[config.mk]
export PLATFORM = sky130hd
export DESIGN_NAME = sem_back_flat
export DESIGN_NICKNAME = d
export VERILOG_FILES = /design/src/hdl/sem_pkg.sv /design/src/hdl/sem_res_if.sv /design/src/hdl/sem_back.sv /design/src/flat_wrapper.sv
export SDC_FILE = /design/constraint.sdc
export NUM_CORES = 1
export LEC_CHECK = 0
export ABC_AREA = 1
export ABC_CLOCK_PERIOD_IN_PS = 6000
export BUFFER_PORTS_ARGS = -buffer_cell sky130_fd_sc_hd__buf_2
export CAP_MARGIN = 10
export CORE_MARGIN = 2
export CORE_UTILIZATION = 50
export DETAILED_ROUTE_END_ITERATION = 8
export HOLD_SLACK_MARGIN = 0.05
export PLACE_DENSITY = 0.77
export REMOVE_ABC_BUFFERS = 1
export SLEW_MARGIN = 20
export SYNTH_ARGS = -nofsm -noshare
export SYNTH_HDL_FRONTEND = slang
export SYNTH_SLANG_ARGS = --single-unit
[constraint.sdc]
create_clock -name i_clk -period 6 [get_ports i_clk]
set_input_delay 1.2 -clock i_clk [delete_from_list [all_inputs] [get_ports i_clk]]
set_output_delay 1.2 -clock i_clk [all_outputs]
set_load 0.01 [all_outputs]
[src/hdl/sem_pkg.sv]
// shared constants and types of the sobel edge magnitude block
package sem_pkg;

    localparam int LINE_DEPTH = 4096;
    localparam int ADDR_W     = $clog2(LINE_DEPTH);
    localparam int PIX_W      = 8;
    localparam int WIDTH_W    = 13;
    localparam int HEIGHT_W   = 16;
    localparam int COL_W      = 12;
    localparam int MAG_W      = 11;
    localparam int GRAD_W     = PIX_W + 4;
    localparam int MAG_MAX    = 2047;
    localparam int MIN_DIM    = 3;

    localparam int Q_DEPTH    = 4;
    localparam int Q_PTR_W    = $clog2(Q_DEPTH);
    localparam int Q_LVL_W    = $clog2(Q_DEPTH + 1);

    localparam int CFG_IDX_W  = 1;
    localparam int CFG_DATA_W = 16;

    localparam logic [WIDTH_W-1:0]  WIDTH_RST  = WIDTH_W'(640);
    localparam logic [HEIGHT_W-1:0] HEIGHT_RST = HEIGHT_W'(480);

    typedef enum logic [CFG_IDX_W-1:0] {
        CFG_FRAME_WIDTH  = 1'b0,
        CFG_FRAME_HEIGHT = 1'b1
    } t_cfg_idx;

    typedef logic [PIX_W-1:0] t_pix;

    typedef struct packed {
        t_pix [2:0][2:0]       win;
        logic [HEIGHT_W-1:0]   row;
        logic [COL_W-1:0]      col;
        logic                  last;
    } t_win_entry;

    typedef struct packed {
        logic                  empty;
        logic [Q_LVL_W-1:0]    level;
    } t_q_status;

endpackage

[src/hdl/sem_res_if.sv]
// edge magnitude result channel
interface sem_res_if;
    logic                         valid;
    logic                         ready;
    logic [sem_pkg::MAG_W-1:0]    magnitude;
    logic [sem_pkg::HEIGHT_W-1:0] out_row;
    logic [sem_pkg::COL_W-1:0]    out_col;
    logic                         frame_last;

    modport source (output valid, output magnitude, output out_row, output out_col,
                    output frame_last, input ready);
    modport sink   (input valid, input magnitude, input out_row, input out_col,
                    input frame_last, output ready);
endinterface

[src/hdl/sem_back.sv]
// back end: sobel gradients, magnitude and output register
module sem_back (
    input  logic                i_clk,
    input  logic                i_rst_n,
    input  sem_pkg::t_win_entry i_head,
    input  sem_pkg::t_q_status  i_q_status,
    output logic                o_pop,
    sem_res_if.source           o_res
);

    typedef logic signed [sem_pkg::GRAD_W-1:0] t_grad;

    function automatic t_grad ext(input sem_pkg::t_pix p);
        return $signed({{(sem_pkg::GRAD_W - sem_pkg::PIX_W){1'b0}}, p});
    endfunction

    logic                          r_valid;
    logic [sem_pkg::MAG_W-1:0]     r_mag;
    logic [sem_pkg::HEIGHT_W-1:0]  r_row;
    logic [sem_pkg::COL_W-1:0]     r_col;
    logic                          r_last;

    t_grad                         gv;
    t_grad                         gh;
    logic [sem_pkg::GRAD_W-1:0]    abs_v;
    logic [sem_pkg::GRAD_W-1:0]    abs_h;
    logic [sem_pkg::GRAD_W-1:0]    sum;
    logic [sem_pkg::MAG_W-1:0]     mag;
    logic                          take;

    always_comb begin
        gv = (ext(i_head.win[0][0]) - ext(i_head.win[2][0]))
           + ((ext(i_head.win[0][1]) - ext(i_head.win[2][1])) <<< 1)
           + (ext(i_head.win[0][2]) - ext(i_head.win[2][2]));
        gh = (ext(i_head.win[0][0]) - ext(i_head.win[0][2]))
           + ((ext(i_head.win[1][0]) - ext(i_head.win[1][2])) <<< 1)
           + (ext(i_head.win[2][0]) - ext(i_head.win[2][2]));
        abs_v = gv[sem_pkg::GRAD_W-1] ? $unsigned(-gv) : $unsigned(gv);
        abs_h = gh[sem_pkg::GRAD_W-1] ? $unsigned(-gh) : $unsigned(gh);
        sum   = abs_v + abs_h;
        mag   = (sum > sem_pkg::GRAD_W'(sem_pkg::MAG_MAX))
              ? sem_pkg::MAG_W'(sem_pkg::MAG_MAX) : sem_pkg::MAG_W'(sum);
    end

    assign take  = !i_q_status.empty && (!r_valid || o_res.ready);
    assign o_pop = take;

    always_ff @(posedge i_clk) begin
        if (!i_rst_n) begin
            r_valid <= 1'b0;
        end else if (take) begin
            r_valid <= 1'b1;
        end else if (o_res.ready) begin
            r_valid <= 1'b0;
        end
    end

    always_ff @(posedge i_clk) begin
        if (take) begin
            r_mag  <= mag;
            r_row  <= i_head.row;
            r_col  <= i_head.col;
            r_last <= i_head.last;
        end
    end

    assign o_res.valid      = r_valid;
    assign o_res.magnitude  = r_mag;
    assign o_res.out_row    = r_row;
    assign o_res.out_col    = r_col;
    assign o_res.frame_last = r_last;

endmodule

[src/flat_wrapper.sv]
// flat-port wrapper written by rule: the top's interface ports become plain ports
module sem_back_flat 
  (i_clk, i_rst_n, i_head, i_q_status, o_pop, o_res_valid, o_res_magnitude, o_res_out_row, o_res_out_col, o_res_frame_last, o_res_ready);
  sem_res_if o_res_i ();
  input  logic i_clk;
  input  logic i_rst_n;
  input  sem_pkg::t_win_entry i_head;
  input  sem_pkg::t_q_status i_q_status;
  output logic o_pop;
  output wire logic [$bits(o_res_i.valid)-1:0] o_res_valid;
  output wire logic [$bits(o_res_i.magnitude)-1:0] o_res_magnitude;
  output wire logic [$bits(o_res_i.out_row)-1:0] o_res_out_row;
  output wire logic [$bits(o_res_i.out_col)-1:0] o_res_out_col;
  output wire logic [$bits(o_res_i.frame_last)-1:0] o_res_frame_last;
  input wire logic [$bits(o_res_i.ready)-1:0] o_res_ready;
  assign o_res_valid = o_res_i.valid;
  assign o_res_magnitude = o_res_i.magnitude;
  assign o_res_out_row = o_res_i.out_row;
  assign o_res_out_col = o_res_i.out_col;
  assign o_res_frame_last = o_res_i.frame_last;
  assign o_res_i.ready = o_res_ready;
  sem_back u_core (.i_clk(i_clk), .i_rst_n(i_rst_n), .i_head(i_head), .i_q_status(i_q_status), .o_pop(o_pop), .o_res(o_res_i));
endmodule
* After elaboration in Yosys (flattened, before gate mapping)
Cells that the tools add are included.
** Word-level totals
- Bits in read-only memories :: 0
- Input port bits :: 108
- Register bits :: 41
- Memories :: 0
- Word-level logic and storage cells :: 28
- Memory bits (writable) :: 0
- Output and inout port bits :: 42
- Latch bits :: 0
** Cells by class
- Eq/ne operators :: 0
- Bitwise operators :: 0
- Order comparisons :: 1
- Reductions and logical operators :: 5
- Add/subtract/negate cells :: 13
- Div/mod/pow operators :: 0
- Multipliers :: 0
- Shift operators :: 0
- Muxes and demuxes :: 4
** Operator list (number)
- adder 12 bit :: 5
- subtractor 8 x 8 -> 9 bit :: 6
- 2-to-1 mux 12 bit :: 2
- negation 12 bit :: 2
- > comparator 12 x 11 -> 1 bit (second input constant) :: 1
- logical NOT 1 bit :: 2
- 2-to-1 mux 1 bit :: 2
- nonzero test 2 bit :: 1
- logical AND 1 bit :: 1
- logical OR 1 bit :: 1

* Depth between registers and ports, before layout
Gate-level depths: netlist of the first run.
- Word-level depth :: 7
- Gate-level depth with buffers :: 38
- Gate-level depth less buffers :: 38

* Least setup slack after synthesis of the first run
No wires, ideal clock.
- Path kind :: input -> register
- Start point :: in i_head[77] (netlist name)
- End point :: reg u_core.r_mag (netlist bit u_core.o_res.magnitude[10]) (data pin)
- Buffers on the path :: 1
- Data required time :: 5.739 ns
- Stages :: 32
- Slack :: -0.202 ns
- Library setup time :: 0.261 ns
- Arrival time :: 5.941 ns
- Cells stage by stage :: inv_1 -> ha_1 -> fa_1 -> o21ai_0 -> a21oi_1 -> o21ai_0 -> a21oi_1 -> o21bai_1 -> fa_1 -> inv_1 -> ha_1 -> nand2_1 -> inv_1 -> a21oi_1 -> nand2_1 -> nand2_1 -> nand2_1 -> nand2_2 -> inv_1 -> nor2_1 -> xor2_1 -> inv_1 -> ha_1 -> inv_1 -> nor3_1 -> a21oi_1 -> nand3b_1 -> o21ai_0 -> inv_1 -> nand3_1 -> buf_6 -> nand3_1
** On the way
- Cells in the longest elaborated chain, start to end :: 7
- Elaborated cells between the ends (all ways) :: 11
- Classes of those cells :: add/sub (8); order compare (1); mux (2)
** RTL lines
- start: declaration :: line flat_wrapper.sv:7 : input sem_pkg::t_win_entry i_head;
- subtractor 8 x 8 -> 9 bit :: line sem_back.sv:32 : gv = (ext(i_head.win[0][0]) - ext(i_head.win[2][0]))
- adder 12 bit :: line sem_back.sv:33 : + ((ext(i_head.win[0][1]) - ext(i_head.win[2][1])) <<< 1)
- adder 12 bit :: line sem_back.sv:34 : + (ext(i_head.win[0][2]) - ext(i_head.win[2][2]));
- negation 12 bit :: line sem_back.sv:38 : abs_v = gv[sem_pkg::GRAD_W-1] ? $unsigned(-gv) : $unsigned(gv);
- 2-to-1 mux 12 bit :: line sem_back.sv:38
- adder 12 bit * :: line sem_back.sv:40 : sum = abs_v + abs_h;
- > comparator 12 x 11 -> 1 bit :: line sem_back.sv:41 : mag = (sum > sem_pkg::GRAD_W'(sem_pkg::MAG_MAX))
- end signal: assignment :: line sem_back.sv:60 : r_mag <= mag;
- end: declaration :: line sem_back.sv:18 : logic [sem_pkg::MAG_W-1:0] r_mag;
Mark *: on every way between the ends. The rest lies on a longest branch, timed or not.
A chain may end at the register's enable or synchronous reset.

* Worst setup path after layout of the first run
- Start point :: in i_head[30] (netlist name)
- End point :: reg u_core.r_mag (netlist bit u_core.o_res.magnitude[2]) (data pin)
** On the way
- Cells in the longest elaborated chain, start to end :: 7
- Elaborated cells between the ends (all ways) :: 12
- Classes of those cells :: add/sub (9); order compare (1); mux (2)
** RTL lines (line)
- subtractor 8 x 8 -> 9 bit, on equally long branches :: sem_back.sv:32, sem_back.sv:35
- adder 12 bit, on equally long branches :: sem_back.sv:33, sem_back.sv:36
- adder 12 bit, on equally long branches :: sem_back.sv:34, sem_back.sv:37
- negation 12 bit, on equally long branches :: sem_back.sv:38, sem_back.sv:39
- 2-to-1 mux 12 bit, on equally long branches :: sem_back.sv:38, sem_back.sv:39
- adder 12 bit * :: sem_back.sv:40
- > comparator 12 x 11 -> 1 bit :: sem_back.sv:41
Marked as above.

==> results of run 1 <==
==> metal layers <==
metal / track usage, % / vias to the layer above / routed length (um)
met1: 27.5 / 2810 / 6810
li1: - / 3053 / -
met2: 46.3 / 245 / 8810
met4: 7.32 / 0 / 502
met5: 0 / - / 0
met3: 1.94 / 50 / 792
==> stage by stage <==
| step | area, sq um | setup WS, ns | utilization [%] | setup TNS, ns |
|---|---|---|---|---|
| after floorplan | 5850 | -0.353 | - | -3.74 |
| after global placement | 7790 | -0.392 | 67.9 | -4.17 |
| after detailed placement | 7790 | -0.554 | 67.9 | -6.00 |
| after CTS | 8070 | 0.0192 | 70.4 | 0 |
| after global routing | 8430 | -0.393 | 73.5 | -4.11 |
| final | 8430 | -0.104 | 73.5 | -0.929 |
==> registers in the layout, summed over array words and instances (netlist names) <==
name and count:
u_core.o_res.frame_last 1, u_core.o_res.magnitude 11, u_core.o_res.out_col 12, u_core.o_res.out_row 16, u_core.o_res.valid 1
==> worst max path at each step <==
stage,startpoint,end,slack [ns]
2_1_floorplan,i_head[77],u_core.o_res.magnitude[10],-0.35
3_5_place_dp,i_head[29],u_core.o_res.magnitude[2],-0.55
3_3_place_gp,i_head[29],u_core.o_res.magnitude[0],-0.39
4_1_cts,i_head[29],u_core.o_res.magnitude[8],0.02
5_1_grt,i_head[30],u_core.o_res.magnitude[2],-0.39
6_report,i_head[30],u_core.o_res.magnitude[2],-0.10
==> cells by family (layout without fill, tap and decap cells) <==
family	Yosys count	count (layout)	synth area share, %
flops	41	41	20.7
xor+xnor	62	62	9.35
buf+inv	194	482	12.8
fa+ha+maj	110	110	26.8
compound gates	85	85	7.95
simple gates	292	292	22.3
==> cell type report <==
type,count,area share (%)
multi-input cells,549,51.0
repair buffers,284,22.1
flip-flops and latches,41,14.5
inverters,190,8.64
well taps,143,2.12
clock buffers,5,1.48
clock inverters,3,0.208
==> worst min-delay path: stages (launching register included) <==
cell      delay, ns
dfxtp_1        0.34
nand2_1        0.07
a21boi_0       0.07
==> cells in the final DEF (no fill, tap or decap), types with 4 or more instances in the layout <==
| master | Yosys | final |
|---|---|---|
| a21o_1 | 5 | 5 |
| a21oi_2 | 2 | 21 |
| nor2_2 | 2 | 4 |
| fa_2 | 0 | 4 |
| xor2_1 | 36 | 36 |
| inv_4 | 0 | 6 |
| nor2_1 | 44 | 40 |
| clkbuf_16 | 0 | 6 |
| buf_4 | 1 | 142 |
| nand3_2 | 12 | 17 |
| o21ai_2 | 0 | 5 |
| o21ai_0 | 19 | 6 |
| inv_1 | 186 | 176 |
| a21oi_1 | 50 | 30 |
| o21bai_1 | 6 | 5 |
| nand3_1 | 53 | 46 |
| o21ai_1 | 0 | 8 |
| nand3b_1 | 4 | 4 |
| ha_1 | 83 | 72 |
| nand4_1 | 8 | 8 |
| inv_2 | 4 | 8 |
| ha_4 | 0 | 11 |
| edfxtp_1 | 40 | 40 |
| xnor2_1 | 25 | 24 |
| nand2_1 | 152 | 145 |
| buf_2 | 0 | 136 |
| fa_1 | 27 | 23 |
| nand2_2 | 14 | 19 |
==> what timing repair did <==
item / CTS / global route
pin swaps: 11 / 47
gates cloned: 1 / 1
gates resized for setup: 27 / 76
buffers inserted: 1 / 5
setup endpoints to repair: 11 / 11
==> impl_metrics.csv, run 1 <==
group,metric,value,unit
route,wl,16.9,mm
route,viasPerCell,5.07,
flow_run,maxCapViolations,0,
sta,grt_setup_unrepaired,"yes",
final_layout,syn2layout_area_growth,43.1,%
route,wl_per_cell,13.9,um
setup_path,cp_common_cell,"nand2_1",
yosys,yosysMostFrequentCell,"inv_1",
final_layout,register_area,1220,sq um
hold_path,holdPathEnd,"u_core.o_res.valid",
sta,final-setup-viol-count,11,
yosys,synth_edf_count,40,
sta,hold_viol,0,
final_layout,multi_input_area,4300,sq um
floorplanning,die_x,113,um
hold_path,hold_path_class,"reg -> reg",
place,place_congestion,0.919,
final_layout,drive_above_1_share,37.1,%
yosys,yosysWarnings,0,
floorplanning,ios,150,
clock_tree,clkTransAtPathRegs,0.06,ns
setup_path,reg2regPathDepth,2,
yosys,synth-main-ff-cell,"edfxtp_1",
final_layout,fin_cells,1215,
place,numPortBuffers,138,
sta,period_share,102,%
setup_path,rr_endpoint,"u_core.o_res.out_row[11]",
setup_path,cp_max_fo,6,
clock_tree,cts_buffers,5,
floorplanning,initial_utilization,51.4,%
hold_path,hp-start,"u_core.o_res.valid",
clock_tree,clock-root-buffer,"clkbuf_16",
setup_path,cp_slowest_stage_delay,0.56,ns
global_route,grt_max_degree,42,
global_route,grt_pass1_wl,25.1,mm
route,postRouteAntennaNets,0,
yosys,synth_common_cells,"inv_1, nand2_1, ha_1, nand3_1, a21oi_1",
setup_path,crit_cells,36,
floorplanning,die_area,12700,sq um
sta,layout_setup_ws,-0.104,ns
setup_path,rrSetupSlack,4.70,ns
yosys,synth_area_leader_cell,"edfxtp_1",
final_layout,num-fill-cells,790,
setup_path,cp_num_buf_inv,7,
status,violations,"negative setup slack",
clock_tree,clock_latency,0.28,ns
hold_path,whs_path_depth,2,
yosys,synth_seq_cells,41,
setup_path,cpLargestDelayFamily,"simple AND/OR/NAND/NOR gates",
setup_path,critPathSlowestCell,"fa_1",
place,hpwl,12.5,mm
route,dr.first_iter.drc_count,339,
sta,worstMarginPinSlew,0.485,ns
clock_tree,cts_sinks,41,
yosys,synth.distinct_cells,28,
setup_path,startpoint_type,"input pin",
setup_path,worstPathRequired,6.02,ns
yosys,netlist_top_cells_area,"edfxtp_1, ha_1, inv_1",
sta,period_needed,6.10,ns
global_route,grt_pass1_vias,5947,
yosys,synth.top_cell.area_share,20.4,%
place,dp_cells,1199,
setup_path,timing.rr.start,"u_core.o_res.valid",
route,firstDrtPassIters,5,
setup_path,arrival,6.12,ns
route,vias,6158,
clock_tree,clockBufferDepth,2,
yosys,synth_async_sr_flop_share,0,%
floorplanning,fp-row-count,39,
final_layout,diodes,0,
global_route,antenna_found_initial,0,
setup_path,worstSetupPathType,"in -> reg",
global_route,grt_usage,23.8,%
clock_tree,ctsHoldBuffers,0,
status,status,"complete, but fails checks",
clock_tree,cts-htree-levels,2,
yosys,seq_area_frac_synth,20.7,%
clock_tree,cts_tree,"built",
sta,worst_hold_slack,0.533,ns
floorplanning,die_y,113,um
floorplanning,core,11500,sq um
global_route,grt_overflow,0,
yosys,syn_inst,784,
sta,slew_violations,0,
sta,max_slew_margin,67.7,%
final_layout,final_nets,1289,
route,post-route-drc-count,0,
yosys,synth.avg_cell_area,7.51,sq um
setup_path,worst_setup_path_end_kind,"register",
sta,finClkSkew,0.0116,ns
sta,fmax,164,MHz
yosys,syn_area,5890,sq um
Power of run 1 is not shown: default switching activity piles up to over one toggle a cycle in this logic, so the estimate is an artifact.
==> run 2: changes to the inputs <==
--- a/config.mk
+++ b/config.mk
@@ -5,7 +5,6 @@
 export SDC_FILE = /design/constraint.sdc
 export NUM_CORES = 1
 export LEC_CHECK = 0
-export ABC_AREA = 1
 export ABC_CLOCK_PERIOD_IN_PS = 6000
 export BUFFER_PORTS_ARGS = -buffer_cell sky130_fd_sc_hd__buf_2
 export CAP_MARGIN = 10
@@ -13,7 +12,7 @@
 export CORE_UTILIZATION = 50
 export DETAILED_ROUTE_END_ITERATION = 8
 export HOLD_SLACK_MARGIN = 0.05
-export PLACE_DENSITY = 0.77
+export PLACE_DENSITY = 0.82
 export REMOVE_ABC_BUFFERS = 1
 export SLEW_MARGIN = 20
 export SYNTH_ARGS = -nofsm -noshare
==> impl_metrics.csv, run 2 <==
group,metric,value,unit
yosys,synth_common_cells,"inv_1, ha_1, nor2_1, xnor2_1, edfxtp_1",
route,wl,20.2,mm
final_layout,largest_reg_flops,16,
yosys,syn_area,5660,sq um
global_route,grt_usage,25.7,%
route,postRouteAntennaNets,0,
clock_tree,cts-htree-levels,2,
floorplanning,die_y,110,um
setup_path,cp_common_cell,"a21o_1",
sta,fmax,151,MHz
floorplanning,ios,150,
setup_path,worst_setup_path_end_kind,"register",
clock_tree,ctsHoldBuffers,0,
sta,period_needed,6.60,ns
global_route,grt_max_degree,42,
floorplanning,core,10900,sq um
place,place_congestion,0.939,
status,status,"complete, but fails checks",
clock_tree,clockBufferDepth,2,
yosys,yosysWarnings,0,
yosys,synth_area_leader_cell,"edfxtp_1",
setup_path,arrival,6.73,ns
route,post-route-drc-count,0,
global_route,grt_pass1_wl,26.2,mm
final_layout,final_common_cell,"buf_4",
final_layout,diodes,0,
setup_path,startpoint_type,"input pin",
place,numPortBuffers,138,
final_layout,most-common-layout-cells,"buf_4, buf_2, inv_1",
sta,hold_viol,0,
setup_path,cp_slowest_stage_delay,0.56,ns
final_layout,syn2layout_area_growth,56.3,%
setup_path,worstPathRequired,6.13,ns
setup_path,cp_max_fo,7,
sta,max_slew_margin,67.9,%
final_layout,final_nets,1165,
global_route,grt_pass1_vias,5817,
place,hpwl,12.3,mm
yosys,synth_edf_count,40,
sta,slew_violations,0,
route,firstDrtPassIters,5,
clock_tree,clkTransAtPathRegs,0.06,ns
yosys,netlist_top_cells_area,"edfxtp_1, ha_1, fa_1",
sta,finClkSkew,0.00278,ns
yosys,synth_async_sr_flop_share,0,%
floorplanning,die_area,12200,sq um
clock_tree,cts_tree,"built",
global_route,antenna_found_initial,0,
clock_tree,cts_sinks,41,
global_route,grt_overflow,0,
floorplanning,initial_utilization,51.8,%
sta,period_share,110,%
yosys,synth-main-ff-cell,"edfxtp_1",
final_layout,num-fill-cells,620,
sta,worstMarginPinSlew,0.478,ns
yosys,synth_seq_cells,41,
floorplanning,fp-row-count,38,
route,vias,6052,
floorplanning,die_x,110,um
route,wl_per_cell,18.6,um
flow_run,maxCapViolations,0,
clock_tree,clock-root-buffer,"clkbuf_16",
sta,final-setup-viol-count,11,
sta,layout_setup_ws,-0.601,ns
place,place_area,7680,sq um
final_layout,drive_above_1_share,47.6,%
yosys,synth.avg_cell_area,9.09,sq um
final_layout,fin_area,8850,sq um
route,dr.first_iter.drc_count,349,
hold_path,hold_path_class,"reg -> reg",
status,violations,"negative setup slack",
setup_path,worstSetupPathType,"in -> reg",
yosys,synth.top_cell.area_share,21.2,%
yosys,yosysMostFrequentCell,"inv_1",
setup_path,critPathSlowestCell,"fa_1",
sta,grt_setup_unrepaired,"yes",
yosys,synth.distinct_cells,61,
clock_tree,cts_buffers,5,
route,viasPerCell,5.56,
clock_tree,clock_latency,0.28,ns
yosys,seq_area_frac_synth,21.6,%
yosys,syn_inst,623,
[run 2: changes by cell type in the layout (fill, tap and decap cells not counted), moves of 15 or more]
cell,change
a21o_1,+21
inv_1,-79
nand2_2,-18
a21oi_1,-18
nand3_2,-17
nand2b_1,+15
xor2_1,-19
nand3_1,-43
xnor2_1,+17
buf_4,+35
nand2_1,-131
[run 2: path summary, 6_finish.rpt]
kind	startpoint	to	slack [ns]	depth (start not counted)
setup / recovery	i_head[77]	u_core.o_res.magnitude[1]	-0.60	30
hold / removal	u_core.o_res.valid	u_core.o_res.valid	0.56	2
setup reg to reg	u_core.o_res.valid	u_core.o_res.magnitude[1]	4.65	3
hold reg to reg	u_core.o_res.valid	u_core.o_res.valid	0.56	2
[run 2: kinds of logic after synthesis]
kind of cell,count (synthesis),synth area share (%)
simple gates,130,11.9
mux,15,2.70
flops,41,21.6
fa+ha+maj,110,27.9
compound gates,141,16.9
xor+xnor,73,11.4
buf+inv,113,7.71
[run 2: final cells by class]
class | count | area (sq um) | share of cell area, %
Inverter | 108 | 413 | 4.67
Timing Repair Buffer | 322 | 2150 | 24.3
Tap cell | 140 | 175 | 1.98
Multi-Input combinational cell | 469 | 4700 | 53.1
Sequential cell | 41 | 1220 | 13.8
Clock inverter | 3 | 68.8 | 0.778
Clock buffer | 5 | 125 | 1.41
[run 2: worst max-delay path: cells and delay by family]
family          cells  cell delay, ns
mux                 1            0.18
buf+inv             7            0.90
fa+ha+maj           5            1.40
xor+xnor            2            0.39
simple gates        4            0.58
compound gates     11            2.08
[run 2: per-layer routing]
layer | track usage (%) | up-vias | part of all wire, %
met5 | 0 | - | 0
met4 | 11.0 | 0 | 6.4
met3 | 3.07 | 113 | 6.3
met2 | 49.3 | 352 | 52
met1 | 28.1 | 2811 | 35
li1 | - | 2776 | -
[run 2: repair_timing]
| item | in CTS | in global routing |
|---|---|---|
| gates resized for setup | 70 | 96 |
| pin swaps | 57 | 53 |
| buffers inserted | 19 | 11 |
| endpoints found under the setup margin | 11 | 11 |
| cloned | 1 | 0 |
[run 2: stage by stage]
| step | setup WS, ns | hold slack, ns | util, % | TNS [ns] | std cells |
|---|---|---|---|---|---|
| finish | -0.601 | 0.564 | 80.9 | -6.02 | 1088 |
| floorplan | -0.794 | 0.515 | - | -8.74 | 618 |
| detailed placement | -0.967 | 0.550 | 70.2 | -10.24 | 1051 |
| global placement | -0.703 | 0.498 | 70.2 | -7.67 | 1051 |
| CTS | -0.382 | 0.572 | 76.1 | -3.44 | 1077 |
| global route | -0.831 | 0.583 | 80.9 | -8.33 | 1088 |
Power of run 2 is left out for the same reason.
