$ cat config.mk
export PLATFORM = sky130hd
export DESIGN_NAME = sem_queue
export DESIGN_NICKNAME = d
export VERILOG_FILES = /design/src/hdl/sem_pkg.sv /design/src/hdl/sem_queue.sv
export SDC_FILE = /design/constraint.sdc
export NUM_CORES = 1
export LEC_CHECK = 0
export ABC_AREA = 1
export BUFFER_PORTS_ARGS = -buffer_cell sky130_fd_sc_hd__buf_4
export CAP_MARGIN = 20
export CORE_ASPECT_RATIO = 0.75
export CORE_MARGIN = 5
export CORE_UTILIZATION = 52
export DETAILED_ROUTE_END_ITERATION = 12
export HOLD_SLACK_MARGIN = 0.06
export MAX_ROUTING_LAYER = met4
export PLACE_DENSITY = 0.76
export SLEW_MARGIN = 20
export SYNTH_ARGS = -nofsm -noshare
export SYNTH_HDL_FRONTEND = slang
export SYNTH_SLANG_ARGS = --single-unit
export TNS_END_PERCENT = 5
$ cat constraint.sdc
create_clock -name i_clk -period 2.9 [get_ports i_clk]
set_input_delay 0.145 -clock i_clk [delete_from_list [all_inputs] [get_ports i_clk]]
set_output_delay 0.145 -clock i_clk [all_outputs]
set_load 0.005 [all_outputs]
$ cat src/hdl/sem_pkg.sv
// shared constants and types of the sobel edge magnitude block
package sem_pkg;

    localparam int LINE_DEPTH = 4096;
    localparam int ADDR_W     = $clog2(LINE_DEPTH);
    localparam int PIX_W      = 8;
    localparam int WIDTH_W    = 13;
    localparam int HEIGHT_W   = 16;
    localparam int COL_W      = 12;
    localparam int MAG_W      = 11;
    localparam int GRAD_W     = PIX_W + 4;
    localparam int MAG_MAX    = 2047;
    localparam int MIN_DIM    = 3;

    localparam int Q_DEPTH    = 4;
    localparam int Q_PTR_W    = $clog2(Q_DEPTH);
    localparam int Q_LVL_W    = $clog2(Q_DEPTH + 1);

    localparam int CFG_IDX_W  = 1;
    localparam int CFG_DATA_W = 16;

    localparam logic [WIDTH_W-1:0]  WIDTH_RST  = WIDTH_W'(640);
    localparam logic [HEIGHT_W-1:0] HEIGHT_RST = HEIGHT_W'(480);

    typedef enum logic [CFG_IDX_W-1:0] {
        CFG_FRAME_WIDTH  = 1'b0,
        CFG_FRAME_HEIGHT = 1'b1
    } t_cfg_idx;

    typedef logic [PIX_W-1:0] t_pix;

    typedef struct packed {
        t_pix [2:0][2:0]       win;
        logic [HEIGHT_W-1:0]   row;
        logic [COL_W-1:0]      col;
        logic                  last;
    } t_win_entry;

    typedef struct packed {
        logic                  empty;
        logic [Q_LVL_W-1:0]    level;
    } t_q_status;

endpackage

$ cat src/hdl/sem_queue.sv
// short queue of windows between front and back end
module sem_queue (
    input  logic                i_clk,
    input  logic                i_rst_n,
    input  logic                i_push,
    input  sem_pkg::t_win_entry i_entry,
    input  logic                i_pop,
    output sem_pkg::t_win_entry o_head,
    output sem_pkg::t_q_status  o_status
);

    sem_pkg::t_win_entry         r_slot [sem_pkg::Q_DEPTH];
    logic [sem_pkg::Q_PTR_W-1:0] r_wr_ptr;
    logic [sem_pkg::Q_PTR_W-1:0] r_rd_ptr;
    logic [sem_pkg::Q_LVL_W-1:0] r_level;
    logic [sem_pkg::Q_LVL_W-1:0] n_level;

    always_comb begin
        n_level = r_level;
        if (i_push && !i_pop) begin
            n_level = r_level + sem_pkg::Q_LVL_W'(1);
        end else if (!i_push && i_pop) begin
            n_level = r_level - sem_pkg::Q_LVL_W'(1);
        end
    end

    always_ff @(posedge i_clk) begin
        if (!i_rst_n) begin
            r_wr_ptr <= '0;
            r_rd_ptr <= '0;
            r_level  <= '0;
        end else begin
            if (i_push) begin
                r_wr_ptr <= r_wr_ptr + sem_pkg::Q_PTR_W'(1);
            end
            if (i_pop) begin
                r_rd_ptr <= r_rd_ptr + sem_pkg::Q_PTR_W'(1);
            end
            r_level <= n_level;
        end
    end

    always_ff @(posedge i_clk) begin
        if (i_push) begin
            r_slot[r_wr_ptr] <= i_entry;
        end
    end

    assign o_head         = r_slot[r_rd_ptr];
    assign o_status.empty = (r_level == '0);
    assign o_status.level = r_level;

endmodule

Yosys cells after proc, flatten, opt, wreduce, memory -nomap -nowiden --
Memory sizes are Yosys's and may differ from the RTL's. A register that Yosys moved wholly into a read port is not among the register bits. Cells that the tools add are included.
Cells by class: reductions and logical operators 6, mux-type cells 6, add/subtract/negate cells 4
Operator list (number):
- 3-bit 2-to-1 mux | 2
- 2-bit by 1-bit adder with 2-bit output (second input constant) | 2
- 2-bit 2-to-1 mux | 2
- 3-bit by 1-bit adder with 3-bit output (second input constant) | 1
- 3-bit logical NOT | 1
- 3-bit by 1-bit subtractor with 3-bit output (second input constant) | 1
- 1-bit logical AND | 2
- 1-bit logical NOT | 2
- 1-bit 2-to-1 mux | 2
- 2-bit nonzero test | 1
Word-level totals: register bits 7, output and inout port bits 105, bits in writable memories 404, memories kept 1
Memory list:
- r_slot | words 4, width 101, rd ports 1, clocked after memory_dff 1, wr ports 1, line sem_queue.sv:12 | sem_pkg::t_win_entry r_slot [sem_pkg::Q_DEPTH];

Longest topological paths before layout --
Gate-level depths: netlist (run 1).
word-level depth 4, mapped depth 10

Worst setup path after synthesis (run 1) --
Ideal clock, no wire load.
kind reg2reg, start reg r_wr_ptr[0] (netlist name), end mem r_slot[2][0] (netlist name) (enable), data arrival time 2539 ps, slack -93 ps, clock period less this slack 2993 ps, required time 2446 ps, path buffers 0, stages on the path, launching flop included 5, path through dfxtp_1 -> inv_1 -> ha_1 -> nand2_1 -> inv_1
RTL lines:
- start: declaration | line sem_queue.sv:13 | logic [sem_pkg::Q_PTR_W-1:0] r_wr_ptr;
- start signal: assignment | line sem_queue.sv:34 | r_wr_ptr <= r_wr_ptr + sem_pkg::Q_PTR_W'(1);
- end: declaration | line sem_queue.sv:12
Straight into the memory's write port.

==> results of run 1 <==
cell usage in the layout, fill, tap and decap left out, drive strengths merged:
cell and n:
a21oi 4, buf 227, bufinv 4, clkbuf 46, clkinv 15, clkinvlp 4, dfxtp 9, diode 4
dlygate4sd3 105, edfxtp 404, fa 1, ha 5, inv 16, nand2 9, nand3 1, nand4 1
nor2 207, nor3 1, o21ai 208, o22ai 101
cells in the mapped netlist:
cell type and count:
sky130_fd_sc_hd__a21oi_1 4, sky130_fd_sc_hd__buf_12 9, sky130_fd_sc_hd__buf_2 31, sky130_fd_sc_hd__buf_4 3, sky130_fd_sc_hd__buf_6 11, sky130_fd_sc_hd__clkbuf_1 12, sky130_fd_sc_hd__dfxtp_1 9, sky130_fd_sc_hd__edfxtp_1 404
sky130_fd_sc_hd__fa_1 1, sky130_fd_sc_hd__ha_1 5, sky130_fd_sc_hd__inv_1 15, sky130_fd_sc_hd__inv_2 2, sky130_fd_sc_hd__nand2_1 9, sky130_fd_sc_hd__nand3_1 1, sky130_fd_sc_hd__nand4_1 1, sky130_fd_sc_hd__nor2_1 127
sky130_fd_sc_hd__nor2_2 80, sky130_fd_sc_hd__nor3_1 1, sky130_fd_sc_hd__o21ai_0 126, sky130_fd_sc_hd__o21ai_1 82, sky130_fd_sc_hd__o22ai_1 21, sky130_fd_sc_hd__o22ai_2 80
logic make-up (layout without fill, tap and decap cells):
| group | after synthesis | in the layout | share of synthesized area |
|---|---|---|---|
| AOI/OAI and AO/OA | 313 | 313 | 0.135 |
| adders and majority gates | 6 | 6 | 0.00510 |
| buffers and inverters | 83 | 417 | 0.0364 |
| DFF | 413 | 413 | 0.760 |
| other | 0 | 4 | 0 |
| and+or+nand+nor | 219 | 219 | 0.0634 |
through the flow:
step	setup TNS (ps)	std cells	setup slack, ps	hold WS, ps	util
2_1_floorplan	-18790	1034	-93.0	244	-
3_3_place_gp	0	1601	990	346	0.582
3_5_place_dp	0	1601	976	349	0.582
4_1_cts	0	1774	401	330	0.656
5_1_grt	0	1778	259	352	0.656
6_report	0	1778	379	354	0.656
metal layers:
metal  vias up  GRT usage  wire length (µm)
met5         -          -                 0
met4         0     0.0454               501
met3        40     0.0385              2320
met2       314      0.328             17300
met1      4841      0.279             15100
li1       4523          -                 -
worst max path at each step:
stage | startpoint | to | slack (ps) | cells after the start
final | flip-flop | o_head[49] | 380 | 4
after global routing | flip-flop | o_head[4] | 260 | 4
after detailed placement | flip-flop | o_head[92] | 980 | 5
after CTS | flip-flop | o_head[92] | 400 | 5
after global placement | flip-flop | o_head[92] | 990 | 5
after floorplan | r_wr_ptr[0] | r_slot[0][0] | -90 | 4
critical path, cell delays in order, from the launching register on:
cell and delay [ps]:
sky130_fd_sc_hd__dfxtp_4 540, sky130_fd_sc_hd__buf_12 410, sky130_fd_sc_hd__o21ai_0 250, sky130_fd_sc_hd__o22ai_2 220, sky130_fd_sc_hd__buf_4 140
registers in the layout, indices dropped and copies added (netlist names), named ones only:
signal / count
r_level: 3
r_rd_ptr: 2
r_slot: 404
r_wr_ptr: 2
power by group through the flow:
| stage | logic, mW | registers [mW] | clock network (mW) |
|---|---|---|---|
| floorplan | 0.761 | 7.03 | 0 |
| global placement | 1.39 | 7.03 | 0 |
| detailed placement | 1.42 | 7.04 | 0 |
| CTS | 1.54 | 6.91 | 5.11 |
| global route | 1.66 | 6.93 | 5.39 |
| finish | 1.53 | 6.91 | 5.00 |
layout make-up:
class,instances,area share
multi-input combinational,538,0.162
tap,406,0.0249
inverter,17,0.00399
antenna,4,0.000491
clock buffer,46,0.0513
sequential,413,0.605
clock inverter,22,0.0106
timing repair buffer,332,0.142
==> run metrics, run 1 <==
worst reg-to-reg setup slack=1000 ps; Wirelength per Cell=19.9 µm; RSZ-0062 raised after global routing=false; remaining routing DRC violations=0; CTS root buf=sky130_fd_sc_hd__clkbuf_16; pin count of the biggest net entering global routing=~130; global placer's final weighted congestion=approximately 0.74; nature of the critical path endpoint=primary output; maximum number of buffers from clock root to sink=3; number of warnings reported in the yosys synthesis log=0; number of iterations in the first detailed-routing pass=6; post-cts hold buffer count=105; Worst VDD drop=just over 0.4 mV; proportion of synthesized chip area in sequential cells=0.760; Vias per Instance=about 5.5; switching pwr=around 3.0 mW; buffer count from post-CTS setup fixing=0; total internal power=around 10 mW; clock net sink count=413; Syn Inst Count=1,034; Final Max Slew Viols=0; synth unique cells=22; startpoint of the lowest-slack register-to-register path=r_wr_ptr[0]; final clock period utilization by the worst path=0.869; CTS tree=yes; area taken by flip-flops and latches=12,300 µm²; via count of the first global-routing pass=10,100; core region area=slightly above 30,000 µm²; endpoint required time on the critical path=about 2800 ps; Critical Path Start Type=flip-flop; insertion delay of the later-clocked pin in the worst-skew pair=~520 ps; total congestion overflow=0; synth top area cells=sky130_fd_sc_hd__edfxtp_1, sky130_fd_sc_hd__o22ai_2, sky130_fd_sc_hd__o21ai_0, sky130_fd_sc_hd__nor2_2, sky130_fd_sc_hd__nor2_1; quantity of gates resized following cts=0; Final Cell Area=20,400 µm²; cell area after synthesis=16,200 µm²; relative contribution of the clock network to total power=0.372; hold worst-path end=r_slot[0][1]; total area of multi-input combinational cells=3300 µm²; Die Width=between 200 and 250 µm; total of max-cap violations=0; global-route wire length before repair=54.5 mm; vias after detailed routing=just under 10,000; leakage power figure=7.14 nW; effective utilization at floorplan=0.522; Die Footprint=34,800 µm²; Comb pwr share=0.114; area leader, netlist=sky130_fd_sc_hd__edfxtp_1; Hold WC Path Type=in -> reg; Antenna Nets Post-Route=0; transition time at the pin with the least slew margin=841 ps; Flop pwr share=0.514; normalized max-slew margin=0.439; top cell type's share of synthesized area=0.749; site row count=56; port bufs=roughly 210; count of pins on the block boundary=210; vertical extent of the die=163 µm; # setup viols final=0; final-report hold violation count=0; average instance area after synthesis=15.7 µm²; startpoint of the most critical hold path=i_entry[1]; total power=13.4 mW; final critical-path required period=2520 ps; share of cells above drive strength 1=0.329; Post-Place Cell Area=about 18,000 µm²; highest fanout seen on the critical path=127; Reg clk slew, reported paths=70 ps; Mapped Nets=1,145; Final Skew=between 15 and 20 ps; Hold Crit Depth=2; sw frac=0.222; antenna violations before repair=4; layout net count=1,452; power per unit of standard cell area=660 nW/µm²; maximum clock frequency=397 MHz; number of violations reported at the end of detailed-routing iteration 0=around 620; HPWL after detailed placement=between 15 and 20 mm; depth of the worst register-to-register path=5; post-synthesis to final-layout area growth=25.7%; overall routed net length=35.3 mm; cts bufs inserted=39; FF-to-FF End=r_slot[2][39]; worst endpoint data arrival time=2380 ps; type of the worst setup path=reg -> out; run status=completed; register bit total from synthesis=413; number of H-tree levels=2; number of fill cells=2,116; total global-route track usage=0.205
No activity file was read; power rests on OpenSTA's default activity.
==> inputs of run 2 (changes only) <==
--- a/config.mk
+++ b/config.mk
@@ -10,11 +10,11 @@
 export CAP_MARGIN = 20
 export CORE_ASPECT_RATIO = 0.75
 export CORE_MARGIN = 5
-export CORE_UTILIZATION = 52
+export CORE_UTILIZATION = 57
 export DETAILED_ROUTE_END_ITERATION = 12
 export HOLD_SLACK_MARGIN = 0.06
 export MAX_ROUTING_LAYER = met4
-export PLACE_DENSITY = 0.76
+export PLACE_DENSITY = 0.86
 export SLEW_MARGIN = 20
 export SYNTH_ARGS = -nofsm -noshare
 export SYNTH_HDL_FRONTEND = slang
==> constraint.sdc (replaced) <==
create_clock -name i_clk -period 2.5 [get_ports i_clk]
set_input_delay 0.125 -clock i_clk [delete_from_list [all_inputs] [get_ports i_clk]]
set_output_delay 0.125 -clock i_clk [all_outputs]
set_load 0.005 [all_outputs]
==> run metrics, run 2 (synthesized netlist as in run 1, its figures left out) <==
type of the worst setup path=reg -> out; final-report hold violation count=0 (unchanged); setup total negative slack=0 ps (unchanged); core region area=28,100 µm² (-9.6%); Largest register FFs=404 (unchanged); total of max-cap violations=0 (unchanged); Worst VDD drop=0.577 mV (+39%); endpoint required time on the critical path=2380 ps (-380 ps); port bufs=209 (unchanged); number of fill cells=1,666 (-21%); via count of the first global-routing pass=10,400 (+2.5%); clock net sink count=413 (unchanged); CTS root buf=sky130_fd_sc_hd__clkbuf_16; effective utilization at floorplan=0.578 (+0.0556); normalized max-slew margin=0.578 (+0.139); pin count of the biggest net entering global routing=102 (-20%); Reg clk slew, reported paths=60 ps (about the same); power per unit of standard cell area=767 nW/µm² (+16%); Final Max Slew Viols=0 (unchanged); Wirelength per Cell=21.3 µm (+7.3%); maximum clock frequency=424 MHz; biggest regs=r_slot (404), r_level (3); RSZ-0062 raised after global routing=false; vertical extent of the die=156 µm (-4.2%); register with the most flip-flops=r_slot; transition time at the pin with the least slew margin=632 ps (-209 ps); remaining routing DRC violations=0 (unchanged); Post-Place Cell Area=18,200 µm² (+0.57%); share of cells above drive strength 1=0.331 (+0.00197); final cell count without fillers=1,765 (-0.73%); Antenna Nets Post-Route=0 (unchanged); buffer count from post-CTS setup fixing=0 (unchanged); post-layout util=0.729 (+0.0728); overall routed net length=37.6 mm (+6.5%); insertion delay of the later-clocked pin in the worst-skew pair=520 ps (about the same); Die Footprint=31,900 µm² (-8.3%); CTS tree=yes; Critical Path Start Type=flip-flop; maximum number of buffers from clock root to sink=3 (unchanged); number of iterations in the first detailed-routing pass=7 (+1); final critical-path required period=2360 ps; Cell Count Post-Placement=1,588 (-0.81%); post-synthesis to final-layout area growth=26.2%; total congestion overflow=0 (unchanged); run status=completed; Final Cell Area=20,500 µm² (+0.39%); global-route wire length before repair=57.3 mm (+5.1%); layout net count=1,459 (+0.48%); total global-route track usage=0.237 (+0.0322); worst endpoint data arrival time=2230 ps (-150 ps); cts bufs inserted=39 (unchanged); total power=15.7 mW (+17%); most common cell after layout, fill and taps aside=sky130_fd_sc_hd__edfxtp_1; vias after detailed routing=10,100 (+4.2%); HPWL after detailed placement=21.5 mm (+8.4%); number of violations reported at the end of detailed-routing iteration 0=856 (+37%); # setup viols final=0 (unchanged); final clock period utilization by the worst path=0.943; site row count=53 (-5.4%); highest-count cells in the layout ignoring fill and taps=sky130_fd_sc_hd__edfxtp_1, sky130_fd_sc_hd__buf_4, sky130_fd_sc_hd__nor2_1; count of pins on the block boundary=210 (unchanged); leakage power figure=7.16 nW (+0.38%); nature of the critical path endpoint=primary output; Hold WC Path Type=in -> reg; highest fanout seen on the critical path=69 (-46%); Vias per Instance=5.74 (+4.9%); number of H-tree levels=2 (unchanged); antenna violations before repair=2 (-2); Final Skew=16.1 ps (-1.20 ps); Die Width=205 µm (-4.3%); global placer's final weighted congestion=0.766 (+3.5%)
run 2: cell count changes in the layout (fill, tap and decap cells not counted), moves of 2 or more:
cell,previous run,this run
sky130_fd_sc_hd__buf_12,11,16
sky130_fd_sc_hd__diode_2,4,2
sky130_fd_sc_hd__inv_2,0,2
sky130_fd_sc_hd__clkinv_2,6,4
sky130_fd_sc_hd__clkbuf_1,5,14
sky130_fd_sc_hd__inv_4,3,0
sky130_fd_sc_hd__buf_4,216,219
run 2: worst max-delay path, cell delays in order, from the launching register on:
cell and delay (ps):
sky130_fd_sc_hd__dfxtp_4 390, sky130_fd_sc_hd__buf_12 310, sky130_fd_sc_hd__buf_12 350, sky130_fd_sc_hd__o21ai_0 230, sky130_fd_sc_hd__o22ai_2 240, sky130_fd_sc_hd__buf_4 150
run 2: layout make-up:
type / instances / area (µm²) / area share
Inverter: 17 / 83.8 / 0.00410
Sequential cell: 413 / 12300 / 0.602
Tap cell: 385 / 482 / 0.0236
Clock buffer: 55 / 1080 / 0.0527
Clock inverter: 16 / 174 / 0.00850
Timing Repair Buffer: 339 / 3010 / 0.147
Multi-Input combinational cell: 538 / 3310 / 0.162
Antenna cell: 2 / 5.00 / 0.000245
run 2: repair_timing:
| action | CTS | global route |
|---|---|---|
| hold buffers | 104 | 0 |
| resized for setup | 0 | 0 |
| hold endpoints to repair | 413 | 0 |
run 2: per-stage QoR:
step                      hold slack, ps  setup WS, ps
final                                347           142
after global routing                 334          59.2
after CTS                            328           124
after detailed placement             328           612
after global placement               326           615
after floorplan                      224         -32.6
run 2: path summary, 6_finish.rpt:
check | from | endpoint | slack [ps] | cells after the start
max | flip-flop | o_head[77] | 140 | 5
max reg2reg | r_wr_ptr[1] | r_slot[1][70] | 610 | 5
min reg2reg | r_rd_ptr[1] | flip-flop | 440 | 1
min | i_entry[26] | r_slot[3][26] | 350 | 2
run 2: where the power goes:
| part | switching, mW | total (mW) | internal (mW) | leakage [nW] |
|---|---|---|---|---|
| sequential | 0.0935 | 8.01 | 7.91 | 3.79 |
| combinational | 1.01 | 1.86 | 0.845 | 2.77 |
| clock | 2.40 | 5.82 | 3.42 | 0.605 |
| total | 3.50 | 15.7 | 12.2 | 7.16 |
run 2: per-layer routing:
layer | wire [µm] | global-route usage | vias to the layer above | part of all wire
li1 | - | - | 4532 | -
met1 | 14800 | 0.311 | 5033 | 0.39
met2 | 19200 | 0.396 | 495 | 0.51
met3 | 2870 | 0.0372 | 64 | 0.076
met4 | 739 | 0.0619 | 0 | 0.020
met5 | 0 | - | - | 0
==> inputs of run 3 (changes only) <==
--- a/config.mk
+++ b/config.mk
@@ -8,7 +8,7 @@
 export ABC_AREA = 1
 export BUFFER_PORTS_ARGS = -buffer_cell sky130_fd_sc_hd__buf_4
 export CAP_MARGIN = 20
-export CORE_ASPECT_RATIO = 0.75
+export CORE_ASPECT_RATIO = 2
 export CORE_MARGIN = 5
 export CORE_UTILIZATION = 57
 export DETAILED_ROUTE_END_ITERATION = 12
==> run metrics, run 3 (synthesized netlist as in run 1, its figures left out) <==
transition time at the pin with the least slew margin=510 ps (-123 ps); final-report hold violation count=0 (unchanged); RSZ-0062 raised after global routing=false; number of iterations in the first detailed-routing pass=5 (-2); Worst VDD drop=0.657 mV (+14%); Die Width=129 µm (-37%); count of pins on the block boundary=210 (unchanged); final clock period utilization by the worst path=0.944 (about the same); Largest register FFs=404 (unchanged); Hold WC Path Type=in -> reg; number of H-tree levels=2 (unchanged); FF-to-FF End=r_slot[1][39]; total global-route track usage=0.241 (+0.00392); leakage power figure=7.04 nW (-1.7%); final critical-path required period=2360 ps (+0.843 ps); CTS root buf=sky130_fd_sc_hd__clkbuf_16; setup total negative slack=0 ps (unchanged); Cell Count Post-Placement=1,555 (-2.1%); vias after detailed routing=9,997 (-1.3%); share of cells above drive strength 1=0.329 (-0.00149); clock net sink count=413 (unchanged); antenna violations before repair=6 (+4); via count of the first global-routing pass=10,600 (+2.0%); total of max-cap violations=0 (unchanged); highest fanout seen on the critical path=70 (+1.4%); Final Max Slew Viols=0 (unchanged); buffer count from post-CTS setup fixing=0 (unchanged); Final Cell Area=20,200 µm² (-1.2%); total power=15.0 mW (-4.5%); effective utilization at floorplan=0.575 (-0.00292); layout net count=1,451 (-0.55%); worst endpoint data arrival time=2230 ps (about the same); Post-Place Cell Area=18,100 µm² (-0.43%); # setup viols final=0 (unchanged); cts bufs inserted=35 (-10%); depth of the worst register-to-register path=5 (unchanged); hold worst-path end=r_slot[0][92]; remaining routing DRC violations=0 (unchanged); CTS tree=yes; global placer's final weighted congestion=0.771 (+0.64%); worst reg-to-reg setup slack=700 ps (+90 ps); startpoint of the most critical hold path=i_entry[92]; pin count of the biggest net entering global routing=102 (unchanged); overall routed net length=38.0 mm (+1.1%); normalized max-slew margin=0.659 (+0.0811); type of the worst setup path=reg -> out; Vias per Instance=5.80 (+1.0%); post-layout util=0.717 (-0.0124); site row count=87 (+64%); total congestion overflow=0 (unchanged); Reg clk slew, reported paths=60 ps (about the same); Final Skew=15.5 ps (-0.649 ps); power per unit of standard cell area=741 nW/µm² (-3.4%); number of violations reported at the end of detailed-routing iteration 0=732 (-14%); maximum clock frequency=424 MHz (about the same); Wirelength per Cell=22.0 µm (+3.4%); Hold Crit Depth=2 (unchanged); endpoint required time on the critical path=2380 ps (about the same); Antenna Nets Post-Route=0 (unchanged); insertion delay of the later-clocked pin in the worst-skew pair=520 ps (about the same); vertical extent of the die=248 µm (+59%); run status=completed; global-route wire length before repair=57.5 mm (+0.30%); most common cell after layout, fill and taps aside=sky130_fd_sc_hd__edfxtp_1; post-route setup slack=141 ps (-0.843 ps); final cell count without fillers=1,725 (-2.3%); port bufs=209 (unchanged); minimum hold slack=344 ps (-2.82 ps); biggest regs=r_slot (404), r_level (3); highest-count cells in the layout ignoring fill and taps=sky130_fd_sc_hd__edfxtp_1, sky130_fd_sc_hd__buf_4, sky130_fd_sc_hd__nor2_1; HPWL after detailed placement=20.9 mm (-2.8%); register with the most flip-flops=r_slot; Critical Path Start Type=flip-flop; startpoint of the lowest-slack register-to-register path=r_wr_ptr[1]; Worst Setup Slack post-DPL=648 ps (+35.9 ps); maximum number of buffers from clock root to sink=3 (unchanged); core region area=28,200 µm² (+0.51%); nature of the critical path endpoint=primary output; post-synthesis to final-layout area growth=24.7%; Die Footprint=32,100 µm² (+0.53%)
[run 3: changes by cell type in the layout (fill, tap and decap cells not counted), sizes merged]
cell and change:
buf -4, bufinv -3, clkbuf -11, clkinv +1, clkinvlp +3, diode +4
inv -1
[run 3: layout make-up]
| cell class | instances | area, µm² |
|---|---|---|
| diodes | 6 | 15.0 |
| well taps | 356 | 445 |
| fillers | 1612 | 7980 |
| multi-input cells | 538 | 3310 |
| clock inverters | 16 | 115 |
| clock buffers | 44 | 952 |
| inverters | 17 | 85.1 |
| repair buffers | 335 | 2970 |
| flip-flops and latches | 413 | 12300 |
[run 3: worst max-delay path by stage]
stage,to
floorplan,r_slot[0][0]
CTS,o_head[23]
detailed placement,o_head[38]
finish,o_head[97]
global route,o_head[23]
global placement,o_head[38]
[run 3: critical path: stages, from the launching register on]
cell,delay (ps)
sky130_fd_sc_hd__dfxtp_4,380
sky130_fd_sc_hd__buf_12,300
sky130_fd_sc_hd__buf_12,310
sky130_fd_sc_hd__o21ai_0,140
sky130_fd_sc_hd__o22ai_1,300
sky130_fd_sc_hd__buf_4,170
[run 3: power by group]
group / leakage (nW) / switching, mW / total (mW) / internal [mW]
clock: 0.508 / 2.29 / 5.11 / 2.81
combinational: 2.75 / 1.02 / 1.86 / 0.838
sequential: 3.79 / 0.0953 / 8.01 / 7.91
total: 7.04 / 3.41 / 15.0 / 11.6
[run 3: timing repair]
item,4_1_cts,5_1_grt
gates resized for setup,0,2
hold buffers,104,0
endpoints found under the setup margin,0,6
endpoints found under the hold margin,413,0
[run 3: routing by layer]
| layer | vias to the layer above | GRT usage | part of all wire |
|---|---|---|---|
| met4 | 0 | 0.129 | 0.054 |
| met1 | 4966 | 0.260 | 0.34 |
| met2 | 421 | 0.425 | 0.55 |
| met5 | - | - | 0 |
| li1 | 4503 | - | - |
| met3 | 107 | 0.0299 | 0.050 |
